$ cat config.mk
export PLATFORM = sky130hd
export DESIGN_NAME = json_string_escaper_utf8_top
export DESIGN_NICKNAME = d
export VERILOG_FILES = /design/src/sv/jse_pkg.sv /design/src/sv/jse_front.sv /design/src/sv/jse_queue.sv /design/src/sv/jse_back.sv /design/src/sv/json_string_escaper_utf8_top.sv
export SDC_FILE = /design/constraint.sdc
export NUM_CORES = 1
export LEC_CHECK = 0
export ABC_AREA = 0
export BUFFER_PORTS_ARGS = -buffer_cell sky130_fd_sc_hd__buf_2
export CAP_MARGIN = 10
export CELL_PAD_IN_SITES_DETAIL_PLACEMENT = 1
export CELL_PAD_IN_SITES_GLOBAL_PLACEMENT = 1
export CORE_ASPECT_RATIO = 1.1
export CORE_MARGIN = 2
export CORE_UTILIZATION = 49
export DETAILED_ROUTE_END_ITERATION = 10
export PLACE_DENSITY = 0.8
export SETUP_SLACK_MARGIN = 0.3
export SYNTH_ARGS = -nofsm -noshare
export SYNTH_HDL_FRONTEND = slang
export SYNTH_SLANG_ARGS = --single-unit
$ cat constraint.sdc
create_clock -name clk -period 4.9 [get_ports clk]
set_clock_uncertainty 0.15 [all_clocks]
set_input_delay 1.225 -clock clk [delete_from_list [all_inputs] [get_ports clk]]
set_output_delay 1.225 -clock clk [all_outputs]
set_load 0.01 [all_outputs]
$ cat src/sv/jse_pkg.sv
// ============================================================================
// jse_pkg - shared types and constants of the JSON string escaper
// Byte classes, the step record passed from front to back, and helpers
// for UTF-8 lead and continuation checks and escaped byte generation.
// ============================================================================
package jse_pkg;

    typedef enum logic [1:0] {
        KIND_PASS = 2'd0,
        KIND_ESC  = 2'd1,
        KIND_CTRL = 2'd2,
        KIND_REPL = 2'd3
    } jse_kind_t;

    // One input byte's worth of work: up to four tokens, each a buffered byte
    // with the way it is to be written out.
    typedef struct packed {
        logic      [3:0][7:0] bytes;
        jse_kind_t [3:0]      kinds;
        logic      [1:0]      last_tok;
        logic                 last;
    } jse_step_t;

    localparam logic [7:0] CHAR_QUOTE = 8'h22;
    localparam logic [7:0] CHAR_BSL   = 8'h5C;
    localparam logic [7:0] CHAR_U     = 8'h75;
    localparam logic [7:0] CHAR_ZERO  = 8'h30;
    localparam logic [7:0] HEX_ALPHA  = 8'h57;
    localparam logic [7:0] CTRL_LIMIT = 8'h20;
    localparam logic [7:0] REPL_B0    = 8'hEF;
    localparam logic [7:0] REPL_B1    = 8'hBF;
    localparam logic [7:0] REPL_B2    = 8'hBD;
    localparam logic [7:0] CONT_LO    = 8'h80;
    localparam logic [7:0] CONT_HI    = 8'hBF;
    localparam logic [7:0] LEAD2_LO   = 8'hC2;
    localparam logic [7:0] LEAD3_LO   = 8'hE0;
    localparam logic [7:0] LEAD3_SURR = 8'hED;
    localparam logic [7:0] LEAD4_LO   = 8'hF0;
    localparam logic [7:0] LEAD4_HI   = 8'hF4;
    localparam logic [7:0] E0_MIN     = 8'hA0;
    localparam logic [7:0] ED_MAX     = 8'h9F;
    localparam logic [7:0] F0_MIN     = 8'h90;
    localparam logic [7:0] F4_MAX     = 8'h8F;

    // Sequence length for a lead byte, zero for a byte that cannot lead.
    function automatic logic [2:0] seq_len(input logic [7:0] b);
        logic [2:0] len;
        if (b < CONT_LO)
            len = 3'd1;
        else if (b >= LEAD2_LO && b < LEAD3_LO)
            len = 3'd2;
        else if (b >= LEAD3_LO && b < LEAD4_LO)
            len = 3'd3;
        else if (b >= LEAD4_LO && b <= LEAD4_HI)
            len = 3'd4;
        else
            len = 3'd0;
        return len;
    endfunction

    // Continuation check; the tighter limits apply to the second byte only.
    function automatic logic follow_ok(input logic [7:0] lead, input logic second,
                                       input logic [7:0] b);
        logic ok;
        ok = (b >= CONT_LO) && (b <= CONT_HI);
        if (second)
        begin
            if (lead == LEAD3_LO   && b < E0_MIN) ok = 1'b0;
            if (lead == LEAD3_SURR && b > ED_MAX) ok = 1'b0;
            if (lead == LEAD4_LO   && b < F0_MIN) ok = 1'b0;
            if (lead == LEAD4_HI   && b > F4_MAX) ok = 1'b0;
        end
        return ok;
    endfunction

    // Class of a byte scanned on its own as a lead.
    function automatic jse_kind_t classify(input logic [7:0] b);
        jse_kind_t k;
        if (b == CHAR_QUOTE || b == CHAR_BSL)
            k = KIND_ESC;
        else if (b < CTRL_LIMIT)
            k = KIND_CTRL;
        else if (b < CONT_LO)
            k = KIND_PASS;
        else
            k = KIND_REPL;
        return k;
    endfunction

    function automatic logic [2:0] kind_last_sub(input jse_kind_t k);
        logic [2:0] s;
        unique case (k)
            KIND_PASS: s = 3'd0;
            KIND_ESC:  s = 3'd1;
            KIND_CTRL: s = 3'd5;
            KIND_REPL: s = 3'd2;
            default:   s = 3'd0;
        endcase
        return s;
    endfunction

    function automatic logic [7:0] hex_digit(input logic [3:0] v);
        logic [7:0] d;
        if (v < 4'd10)
            d = CHAR_ZERO + {4'd0, v};
        else
            d = HEX_ALPHA + {4'd0, v};
        return d;
    endfunction

    function automatic logic [7:0] out_char(input jse_kind_t k, input logic [2:0] sub,
                                            input logic [7:0] b);
        logic [7:0] c;
        unique case (k)
            KIND_PASS: c = b;
            KIND_ESC:  c = (sub == 3'd0) ? CHAR_BSL : b;
            KIND_CTRL:
            begin
                unique case (sub)
                    3'd0:    c = CHAR_BSL;
                    3'd1:    c = CHAR_U;
                    3'd2:    c = CHAR_ZERO;
                    3'd3:    c = CHAR_ZERO;
                    3'd4:    c = hex_digit(b[7:4]);
                    default: c = hex_digit(b[3:0]);
                endcase
            end
            KIND_REPL:
            begin
                unique case (sub)
                    3'd0:    c = REPL_B0;
                    3'd1:    c = REPL_B1;
                    default: c = REPL_B2;
                endcase
            end
            default: c = b;
        endcase
        return c;
    endfunction

endpackage

$ cat src/sv/jse_front.sv
// ============================================================================
// jse_front - input side of the JSON string escaper
// Holds the bytes of an unfinished UTF-8 sequence and turns accepted bytes
// into step records of tokens for the output side.
// ============================================================================
module jse_front
    import jse_pkg::*;
(
    input  logic       clk,
    input  logic       rst_n,
    input  logic       accept,
    input  logic [7:0] in_byte,
    input  logic       in_last,
    output logic       push,
    output jse_step_t  step
);

    logic [1:0] cnt_reg, cnt_next;
    logic [7:0] pend_reg [3];

    logic       x_multi;
    jse_kind_t  x_kind;
    logic [2:0] lead_len;
    logic       follow;
    logic       seq_full;
    logic       emit;
    logic       load_x;
    logic       append;
    jse_kind_t  pend_kind;
    jse_kind_t  tail_kind;
    logic [1:0] last_tok;

    assign x_multi  = (seq_len(in_byte) >= 3'd2);
    assign x_kind   = classify(in_byte);
    assign lead_len = seq_len(pend_reg[0]);
    assign follow   = follow_ok(pend_reg[0], cnt_reg == 2'd1, in_byte);
    assign seq_full = (({1'b0, cnt_reg} + 3'd1) == lead_len);

    // Held bytes always form a valid prefix, so a failed or truncated
    // sequence only ever gives replacements for them; the new byte is
    // the only one that may start a fresh sequence.
    always_comb
    begin
        emit      = 1'b0;
        load_x    = 1'b0;
        append    = 1'b0;
        cnt_next  = 2'd0;
        pend_kind = KIND_REPL;
        tail_kind = x_kind;
        last_tok  = cnt_reg;
        if (cnt_reg == 2'd0)
        begin
            if (x_multi && !in_last)
            begin
                load_x   = 1'b1;
                cnt_next = 2'd1;
            end
            else
            begin
                emit = 1'b1;
            end
        end
        else if (follow)
        begin
            if (seq_full)
            begin
                emit      = 1'b1;
                pend_kind = KIND_PASS;
                tail_kind = KIND_PASS;
            end
            else if (in_last)
            begin
                emit      = 1'b1;
                tail_kind = KIND_REPL;
            end
            else
            begin
                append   = 1'b1;
                cnt_next = cnt_reg + 2'd1;
            end
        end
        else
        begin
            emit = 1'b1;
            if (x_multi && !in_last)
            begin
                load_x   = 1'b1;
                cnt_next = 2'd1;
                last_tok = cnt_reg - 2'd1;
            end
        end
    end

    always_comb
    begin
        step.bytes[0] = (cnt_reg == 2'd0) ? in_byte : pend_reg[0];
        step.bytes[1] = (cnt_reg == 2'd1) ? in_byte : pend_reg[1];
        step.bytes[2] = (cnt_reg == 2'd2) ? in_byte : pend_reg[2];
        step.bytes[3] = in_byte;
        for (int i = 0; i < 4; i++)
        begin
            step.kinds[i] = (cnt_reg == 2'(i)) ? tail_kind : pend_kind;
        end
        step.last_tok = last_tok;
        step.last     = in_last;
    end

    assign push = accept && emit;

    always_ff @(posedge clk or negedge rst_n)
    begin
        if (!rst_n)
            cnt_reg <= 2'd0;
        else if (accept)
            cnt_reg <= cnt_next;
    end

    always_ff @(posedge clk)
    begin
        if (accept)
        begin
            for (int i = 0; i < 3; i++)
            begin
                if (load_x && i == 0)
                    pend_reg[i] <= in_byte;
                else if (append && cnt_reg == 2'(i))
                    pend_reg[i] <= in_byte;
            end
        end
    end

    a_last_clears: assert property (@(posedge clk) disable iff (!rst_n)
        (accept && in_last) |=> (cnt_reg == 2'd0))
        else $error("pending bytes left over after final byte");

endmodule

$ cat src/sv/jse_queue.sv
// ============================================================================
// jse_queue - step queue between front and back
// Small register FIFO of step records; the head is visible without a pop.
// ============================================================================
module jse_queue
    import jse_pkg::*;
#(
    parameter int DEPTH = 4
)
(
    input  logic      clk,
    input  logic      rst_n,
    input  logic      push,
    input  jse_step_t wr_data,
    input  logic      pop,
    output logic      full,
    output logic      head_valid,
    output jse_step_t head
);

    localparam int AW = (DEPTH > 1) ? $clog2(DEPTH) : 1;
    localparam int CW = $clog2(DEPTH + 1);

    jse_step_t         mem_reg [DEPTH];
    logic [AW-1:0]     wr_ptr_reg, wr_ptr_next;
    logic [AW-1:0]     rd_ptr_reg, rd_ptr_next;
    logic [CW-1:0]     count_reg, count_next;

    assign full       = (count_reg == CW'(DEPTH));
    assign head_valid = (count_reg != '0);
    assign head       = mem_reg[rd_ptr_reg];

    always_comb
    begin
        wr_ptr_next = wr_ptr_reg;
        rd_ptr_next = rd_ptr_reg;
        count_next  = count_reg;
        if (push)
            wr_ptr_next = (wr_ptr_reg == AW'(DEPTH - 1)) ? '0 : wr_ptr_reg + 1'b1;
        if (pop)
            rd_ptr_next = (rd_ptr_reg == AW'(DEPTH - 1)) ? '0 : rd_ptr_reg + 1'b1;
        if (push && !pop)
            count_next = count_reg + 1'b1;
        else if (pop && !push)
            count_next = count_reg - 1'b1;
    end

    always_ff @(posedge clk or negedge rst_n)
    begin
        if (!rst_n)
        begin
            wr_ptr_reg <= '0;
            rd_ptr_reg <= '0;
            count_reg  <= '0;
        end
        else
        begin
            wr_ptr_reg <= wr_ptr_next;
            rd_ptr_reg <= rd_ptr_next;
            count_reg  <= count_next;
        end
    end

    always_ff @(posedge clk)
    begin
        if (push)
            mem_reg[wr_ptr_reg] <= wr_data;
    end

    a_no_overflow: assert property (@(posedge clk) disable iff (!rst_n)
        !(push && full))
        else $error("step queue written while full");

    a_no_underflow: assert property (@(posedge clk) disable iff (!rst_n)
        pop |-> head_valid)
        else $error("step queue popped while empty");

endmodule

$ cat src/sv/jse_back.sv
// ============================================================================
// jse_back - output side of the JSON string escaper
// Walks the head step's tokens and, while a step is queued and the output
// is not stalled, writes one escaped byte per cycle into the output register.
// ============================================================================
module jse_back
    import jse_pkg::*;
(
    input  logic       clk,
    input  logic       rst_n,
    input  logic       head_valid,
    input  jse_step_t  head,
    output logic       pop,
    output logic       out_valid,
    input  logic       out_ready,
    output logic [7:0] out_byte,
    output logic       run_last,
    output logic       string_end
);

    logic [1:0] tok_reg, tok_next;
    logic [2:0] sub_reg, sub_next;
    logic       valid_reg, valid_next;
    logic [7:0] byte_reg;
    logic       run_last_reg;
    logic       end_reg;

    jse_kind_t  cur_kind;
    logic [7:0] cur_byte;
    logic       load;
    logic       tok_done;
    logic       step_done;

    assign cur_kind  = head.kinds[tok_reg];
    assign cur_byte  = head.bytes[tok_reg];
    assign load      = head_valid && (!valid_reg || out_ready);
    assign tok_done  = (sub_reg == kind_last_sub(cur_kind));
    assign step_done = tok_done && (tok_reg == head.last_tok);
    assign pop       = load && step_done;

    always_comb
    begin
        tok_next   = tok_reg;
        sub_next   = sub_reg;
        valid_next = valid_reg;
        if (load)
        begin
            valid_next = 1'b1;
            if (step_done)
            begin
                tok_next = 2'd0;
                sub_next = 3'd0;
            end
            else if (tok_done)
            begin
                tok_next = tok_reg + 2'd1;
                sub_next = 3'd0;
            end
            else
            begin
                sub_next = sub_reg + 3'd1;
            end
        end
        else if (out_ready)
        begin
            valid_next = 1'b0;
        end
    end

    always_ff @(posedge clk or negedge rst_n)
    begin
        if (!rst_n)
        begin
            tok_reg   <= 2'd0;
            sub_reg   <= 3'd0;
            valid_reg <= 1'b0;
        end
        else
        begin
            tok_reg   <= tok_next;
            sub_reg   <= sub_next;
            valid_reg <= valid_next;
        end
    end

    always_ff @(posedge clk)
    begin
        if (load)
        begin
            byte_reg     <= out_char(cur_kind, sub_reg, cur_byte);
            run_last_reg <= step_done;
            end_reg      <= step_done && head.last;
        end
    end

    assign out_valid  = valid_reg;
    assign out_byte   = byte_reg;
    assign run_last   = run_last_reg;
    assign string_end = end_reg;

    a_idle_at_start: assert property (@(posedge clk) disable iff (!rst_n)
        !head_valid |-> (tok_reg == 2'd0 && sub_reg == 3'd0))
        else $error("token walk not at start with queue empty");

    a_sub_in_range: assert property (@(posedge clk) disable iff (!rst_n)
        head_valid |-> (sub_reg <= kind_last_sub(cur_kind) && tok_reg <= head.last_tok))
        else $error("token walk beyond the head step");

endmodule

$ cat src/sv/json_string_escaper_utf8_top.sv
// ============================================================================
// json_string_escaper_utf8_top - JSON string escaper with UTF-8 validation
// Escapes a byte stream for a JSON string and replaces bad UTF-8.
// ============================================================================
// Each input byte is taken while the step queue has room; while a step is
// queued and the output is not stalled, the output side writes exactly one
// escaped byte per cycle. A plain byte gives one output byte, a quote or
// backslash two, a control byte six, each replacement three, and a byte
// held as part of an unfinished UTF-8 sequence none (a completed sequence
// then emits all its bytes in one step). The output serializer is what sets
// the sustained rate; QUEUE_DEPTH steps of slack let the input keep flowing
// across short output stalls. No clearing pass is needed after reset.
module json_string_escaper_utf8_top
    import jse_pkg::*;
#(
    parameter int QUEUE_DEPTH = 4
)
(
    input  logic       clk,
    input  logic       rst_n,
    input  logic       in_valid,
    output logic       in_ready,
    input  logic [7:0] in_byte,
    input  logic       in_last,
    output logic       out_valid,
    input  logic       out_ready,
    output logic [7:0] out_byte,
    output logic       run_last,
    output logic       string_end
);

    logic      accept;
    logic      push;
    logic      pop;
    logic      full;
    logic      head_valid;
    jse_step_t step;
    jse_step_t head;

    assign in_ready = !full;
    assign accept   = in_valid && in_ready;

    jse_front u_front (
        .clk     (clk),
        .rst_n   (rst_n),
        .accept  (accept),
        .in_byte (in_byte),
        .in_last (in_last),
        .push    (push),
        .step    (step)
    );

    jse_queue #(
        .DEPTH (QUEUE_DEPTH)
    ) u_queue (
        .clk        (clk),
        .rst_n      (rst_n),
        .push       (push),
        .wr_data    (step),
        .pop        (pop),
        .full       (full),
        .head_valid (head_valid),
        .head       (head)
    );

    jse_back u_back (
        .clk        (clk),
        .rst_n      (rst_n),
        .head_valid (head_valid),
        .head       (head),
        .pop        (pop),
        .out_valid  (out_valid),
        .out_ready  (out_ready),
        .out_byte   (out_byte),
        .run_last   (run_last),
        .string_end (string_end)
    );

endmodule

-- Word-level counts from Yosys, hierarchy flattened
Memories as Yosys holds them, arrays and structs flattened.
Cells that the tools add are included.
W data, S select, Z words.
- memories: 2
- register bits after elaboration: 25
- RAM bits: 196
- output and inout port bits: 12
- memory list (memory ; words ; bits a word ; rd ports ; clocked after memory_dff ; write ports ; line ; source):
    u_queue.mem_reg ; 4 ; 43 ; 1 ; 0 ; 1 ; jse_queue.sv:24 ; jse_step_t mem_reg [DEPTH];
    u_front.pend_reg ; 3 ; 8 ; 3 ; 0 ; 1 ; jse_front.sv:19 ; logic [7:0] pend_reg [3];
- bitwise operators: 1
- equality and inequality tests: 22
- reduce and logical (&&, ||, !) cells: 41
- magnitude comparators: 25
- $add $sub $neg: 13
- muxes and demuxes: 93
- operators by type and width (cell ; number):
    $mux W8 ; 10
    $lt A8 B8 Y1 const B ; 8
    $pmux W8 S4 ; 2
    $ge A8 B8 Y1 const B ; 7
    $mux W2 ; 28
    $mux W1 ; 37
    $mux W3 ; 12
    $eq A8 B8 Y1 const B ; 4
    $le A8 B8 Y1 const B ; 3
    $logic_and A1 B1 Y1 ; 23
    $add A7 B4 Y8 const A ; 2
    $bmux W8 S2 ; 1
    $gt A8 B8 Y1 const B ; 2
    $reduce_or A8 Y1 ; 2
    $add A6 B4 Y7 const A ; 2
    $pmux W7 S2 ; 1
    $eq A2 B2 Y1 const B ; 6
    $pmux W3 S4 ; 1
    $add A2 B1 Y2 const B ; 4
    $eq A8 B6 Y1 const B ; 1
    $eq A8 B7 Y1 const B ; 1
    $lt A4 B4 Y1 const B ; 2
    $lt A8 B6 Y1 const B ; 1
    $add A3 B1 Y3 const B ; 2
    21 further kinds ; 33

-- Depth between registers and ports, before layout
An unclocked memory read counts as a cell.
- word-level depth: 19
- mapped depth: 20
- depth with buffers taken out: 14

-- By module
From an unflattened synthesis, not the netlist that was laid out.
- cells, all modules: 569
- area total of the unflattened synthesis: 9989.6 um^2
- by module, submodules not included (module ; times used ; area each (um^2) ; cells each):
    jse_queue ; 1 ; 6682.7 ; 262
    jse_front ; 1 ; 1727.9 ; 143
    jse_back ; 1 ; 1569.0 ; 162
    json_string_escaper_utf8_top ; 1 ; 10.0 ; 2

-- Worst setup path before layout
Ideal clock, no wire load.
- path type: register to register
- start: register u_queue.rd_ptr_reg[0]
- end: register u_queue.count_reg[1]
- clock period less this slack: 4.754 ns
- path slack: 0.146 ns
- cell stages (with the launch flop): 18
- arrival: 4.480 ns
- path through: dfrtp_1 buf_6 buf_12 clkbuf_1 mux4_2 mux4_2 inv_1 ha_1 clkbuf_1 xor2_1 nor3_1 and3_1 clkbuf_1 nand2_1 ha_1 inv_1 fa_1 mux2_2
- word-level cells in the longest chain between the ends: 11
- RTL lines (item ; line ; source):
    start, declared ; jse_queue.sv:26 ; logic [AW-1:0] rd_ptr_reg, rd_ptr_next;
    start signal, assigned ; jse_queue.sv:59 ; rd_ptr_reg <= rd_ptr_next;
    $mem_v2 Z4 W43 (*) ; -- ;
    $bmux W2 S2 ; jse_back.sv:34 ; assign cur_kind = head.kinds[tok_reg];
    $mux W2 (not written as such) ; jse_back.sv:34 ;
    $eq A2 B2 Y1 (tied with other cells) ; jse_pkg.sv:92 ; unique case (k)
    $pmux W3 S4 ; jse_pkg.sv:92 ;
    $eq A3 B3 Y1 ; jse_back.sv:37 ; assign tok_done = (sub_reg == kind_last_sub(cur_kind));
    $logic_and A1 B1 Y1 (*) ; jse_back.sv:38 ; assign step_done = tok_done && (tok_reg == head.last_tok);
    named net u_back.step_done ; jse_back.sv:32 ; logic step_done;
    $logic_and A1 B1 Y1 (*) ; jse_back.sv:39 ; assign pop = load && step_done;
    $logic_not A1 Y1 (*) ; jse_queue.sv:42 ; if (push && !pop)
    $logic_and A1 B1 Y1 (*) ; jse_queue.sv:42 ;
    $mux W3 (*) ; jse_queue.sv:42 ;
    named net u_queue.count_next[1] ; jse_queue.sv:27 ; logic [CW-1:0] count_reg, count_next;
    end signal, assigned ; jse_queue.sv:60 ; count_reg <= count_next;
    end, declared ; jse_queue.sv:27 ;
Mark *: on every way through the listed nets, which the timed path passes. The rest lies on a longest branch. The select of a mux whose other input is x is not followed.
A chain may end at the register's enable or synchronous reset.

-- Worst setup path after layout
- start: register u_queue.rd_ptr_reg[0]
- end: register u_queue.count_reg[1]
- word-level cells in the longest chain between the ends: 11
- RTL lines (item ; line):
    $mem_v2 Z4 W43 (*) ; --
    $bmux W2 S2 ; jse_back.sv:34
    $mux W2 (not written as such) ; jse_back.sv:34
    $eq A2 B2 Y1 (tied with other cells) ; jse_pkg.sv:92
    $pmux W3 S4 ; jse_pkg.sv:92
    $eq A3 B3 Y1 ; jse_back.sv:37
    $logic_and A1 B1 Y1 (*) ; jse_back.sv:38
    $logic_and A1 B1 Y1 (*) ; jse_back.sv:39
    $logic_not A1 Y1 (*) ; jse_queue.sv:42
    $logic_and A1 B1 Y1 (*) ; jse_queue.sv:42
    $mux W3 (*) ; jse_queue.sv:42
    named net u_queue.count_next[1] ; jse_queue.sv:27
Marks and branches as above.

==> impl_metrics.tcl <==
set metrics [dict create \
    report.final.hold_viol_count 0 \
    post_layout_worst_setup_margin_ps 676 \
    ant_nets 0 \
    clock_root_buffer "sky130_fd_sc_hd__clkbuf_16" \
    vias 5260 \
    initial_core_util 0.497 \
    largest_net_degree_at_the_start_of_global_routing 44 \
    route.detailed.vias_per_inst 6.05 \
    fp-row-count 54 \
    report.final.setup_viol 0 \
    synth-async-reset-ratio 0.0679 \
    synth-main-ff-cell "sky130_fd_sc_hd__edfxtp_1" \
    worst_pin_slew_ps 788 \
    insertedDiodeCount 0 \
    synth_area_leaders "sky130_fd_sc_hd__edfxtp_1, sky130_fd_sc_hd__mux4_2, sky130_fd_sc_hd__mux4_1, sky130_fd_sc_hd__dfrtp_1, sky130_fd_sc_hd__mux2_2" \
    worst_skew_pair.late_latency_ps 500 \
    critPathLaunchType "flip-flop" \
    finalWirelength_um 21500 \
    design.die.area_um2 21100 \
    maxCapViolCount 0 \
    grt_pass1_vias 5810 \
    post-synth-top-area-cell "sky130_fd_sc_hd__edfxtp_1" \
    fmax_ghz 0.237 \
    gp_congestion 0.826 \
    min-delay-path-class "flip-flop to flip-flop" \
    post_synth.cell_area_avg_um2 17.3 \
    clk_transition_reported_paths_ps 60 \
    crit_buf_inv 2 \
    criticalPathCategory "flip-flop to flip-flop" \
    synthesis.nets 601 \
    area_growth_syn_to_layout_pct 11.4 \
    synth_cell_type_count 66 \
    die_h_um 152 \
    crit_fanout 15 \
    ys_seq_elements 221 \
    timing.critical_path.required_ps 5140 \
    clk_path_buf_depth 3 \
    crit_path_max_incr_delay_ps 570 \
    dr.pass1.iters 5 \
    cts_buffers 23 \
    antenna_found_initial 0 \
    post_drt_wl_per_cell_um 24.7 \
    grt.total_usage 0.206 \
    grt.overflow.total 0 \
    cp_cell_sequence "mux4_2, mux4_2, inv_1, ha_1, xor2_1, nor3_2, and3_1, nand2_1, ha_1, inv_1, fa_1, mux2_2" \
    peakVddDrop_uv 343 \
    slowest_stage "sky130_fd_sc_hd__dfrtp_4" \
    die_x_um 139 \
    port_buffers 24 \
    fin_crit_sh 0.862 \
    synthMostInstantiatedCell "sky130_fd_sc_hd__edfxtp_1" \
    setup-tns-final_ps 0 \
    drt_drc_violations_left 0 \
    core_area_um2 19700 \
    power_density_over_cell_area_nw_per_um2 623 \
    placement.setup.worst_slack_ps 404 \
    relative_slew_slack 0.473 \
    critical_path.endpoint_type "flip-flop" \
    netlist.area_leader.share 0.631 \
    netlist_instances 566 \
    synth_sequential_area_ratio 0.670 \
    drt_iter0_markers 396 \
    fin_nets 639 \
    critical-path-top-delay-family "multiplexers" \
    grt_pass1_wl_um 33600 \
    detailed_place_hpwl_um 14000 \
    synth_commonest_cells "sky130_fd_sc_hd__edfxtp_1, sky130_fd_sc_hd__mux4_2, sky130_fd_sc_hd__nand2_1" \
    layout-drive-gt1-share 0.241 \
    ys.warnings.count 0 \
    ctsHtreeMaxLevel 1 \
    cp_data_arrival_time_ps 4460 \
    number_of_flip_flops_in_the_largest_register 172 \
    synth-edff-count 206 \
    maxSlewViolCount 0 \
    cellLeakagePower_nw 3.68 \
    run_status "finished, final reports clean" \
    number_of_sinks_handled_by_clock_tree_synthesis 221 \
    synth.cell_area_um2 9800 \
    rsz_0062_raised_after_global_routing "false" \
    ioPinCount 25 \
    r2r_slack_ps 680 \
    period_needed_ps 4220 \
    cts_tree "yes" \
]
## worst register-to-register path, stage by stage (launching register included)
cell	delay, ps
sky130_fd_sc_hd__dfrtp_4	570
sky130_fd_sc_hd__mux4_2	550
sky130_fd_sc_hd__mux4_2	530
sky130_fd_sc_hd__inv_1	110
sky130_fd_sc_hd__ha_1	320
sky130_fd_sc_hd__xor2_1	130
sky130_fd_sc_hd__nor3_2	330
sky130_fd_sc_hd__and3_1	280
sky130_fd_sc_hd__nand2_1	130
sky130_fd_sc_hd__ha_1	250
sky130_fd_sc_hd__inv_1	80
sky130_fd_sc_hd__fa_1	420
sky130_fd_sc_hd__mux2_2	280
## layout make-up
cell class / count / area (um^2)
flip-flops and latches: 221 / 6570
fillers: 1806 / 8810
inverters: 17 / 63.8
clock buffers: 24 / 579
repair buffers: 36 / 210
well taps: 252 / 315
clock inverters: 14 / 149
multi-input cells: 305 / 3030
## per-layer routing
layer / track usage / vias up / routed length (um)
met5: 0 / - / 0
met4: 0.0702 / 0 / 600
met3: 0.0270 / 41 / 852
met2: 0.361 / 123 / 11000
met1: 0.268 / 2759 / 8990
li1: - / 2337 / -
## where the power goes
part | internal (mW) | switching, mW | total (mW)
Combinational | 0.990 | 1.40 | 2.39
Sequential | 2.51 | 0.188 | 2.70
Clock | 1.01 | 0.694 | 1.70
Total | 4.51 | 2.29 | 6.80
## final timing paths
path,startpoint,endpoint,depth (start not counted)
max,u_queue.rd_ptr_reg[0],u_queue.count_reg[1],12
min,u_queue.count_reg[2],u_queue.count_reg[2],1
max reg2reg,u_queue.rd_ptr_reg[0],u_queue.count_reg[1],12
min reg2reg,u_queue.count_reg[2],u_queue.count_reg[2],1
max in group asynchronous,rst_n,u_queue.rd_ptr_reg[0],1
min in group asynchronous,rst_n,u_back.sub_reg[2],1
## per-stage QoR
| stage | power (mW) | std cells | utilization | hold WS (ps) | area [um^2] |
|---|---|---|---|---|---|
| 4_1_cts | 6.84 | 869 | 0.553 | 365 | 10900 |
| 3_5_place_dp | 5.14 | 831 | 0.516 | 371 | 10200 |
| 3_3_place_gp | 5.03 | 831 | 0.516 | 318 | 10200 |
| 5_1_grt | 7.16 | 869 | 0.553 | 392 | 10900 |
| 2_1_floorplan | 4.46 | 566 | - | 314 | 9800 |
| 6_report | 6.80 | 869 | 0.553 | 358 | 10900 |
## cells in the final DEF (no fill, tap or decap), types with 3 or more instances in the layout
master | netlist | routed
sky130_fd_sc_hd__a21o_1 | 4 | 4
sky130_fd_sc_hd__a21oi_1 | 25 | 25
sky130_fd_sc_hd__a22o_1 | 7 | 7
sky130_fd_sc_hd__a31oi_1 | 4 | 4
sky130_fd_sc_hd__and2_1 | 8 | 4
sky130_fd_sc_hd__and2_2 | 0 | 4
sky130_fd_sc_hd__and3_1 | 4 | 4
sky130_fd_sc_hd__buf_2 | 4 | 24
sky130_fd_sc_hd__buf_4 | 1 | 12
sky130_fd_sc_hd__bufinv_16 | 0 | 3
sky130_fd_sc_hd__clkbuf_16 | 0 | 23
sky130_fd_sc_hd__clkinv_1 | 0 | 4
sky130_fd_sc_hd__clkinv_2 | 0 | 4
sky130_fd_sc_hd__dfrtp_1 | 15 | 14
sky130_fd_sc_hd__edfxtp_1 | 206 | 206
sky130_fd_sc_hd__ha_1 | 21 | 21
sky130_fd_sc_hd__inv_1 | 17 | 17
sky130_fd_sc_hd__mux2_2 | 29 | 29
sky130_fd_sc_hd__mux4_1 | 15 | 15
sky130_fd_sc_hd__mux4_2 | 31 | 31
sky130_fd_sc_hd__nand2_1 | 31 | 31
sky130_fd_sc_hd__nand3_1 | 4 | 4
sky130_fd_sc_hd__nor2_1 | 25 | 25
sky130_fd_sc_hd__nor2b_1 | 6 | 6
sky130_fd_sc_hd__nor3_1 | 7 | 6
sky130_fd_sc_hd__o21ai_0 | 17 | 17
sky130_fd_sc_hd__o21ai_1 | 3 | 3
sky130_fd_sc_hd__o22ai_1 | 3 | 3
sky130_fd_sc_hd__xnor2_1 | 7 | 7
sky130_fd_sc_hd__xor2_1 | 6 | 6
## repair_timing
item | in CTS | in global routing
hold endpoints to repair | 0 | 0
resized for setup | 0 | 2
setup endpoints to repair | 0 | 2
setup buffers | 0 | 0
hold buffers | 0 | 0
## cell families (layout without fill, tap and decap cells)
logic type | Yosys count | count (layout) | synth area share
fa+ha+maj | 22 | 22 | 0.0289
flops | 221 | 221 | 0.670
simple gates | 101 | 101 | 0.0529
compound gates | 89 | 89 | 0.0629
buf+inv | 40 | 91 | 0.0220
xor+xnor | 13 | 13 | 0.0116
mux | 80 | 80 | 0.152
Note: power is estimated with default switching activity, not from simulation.
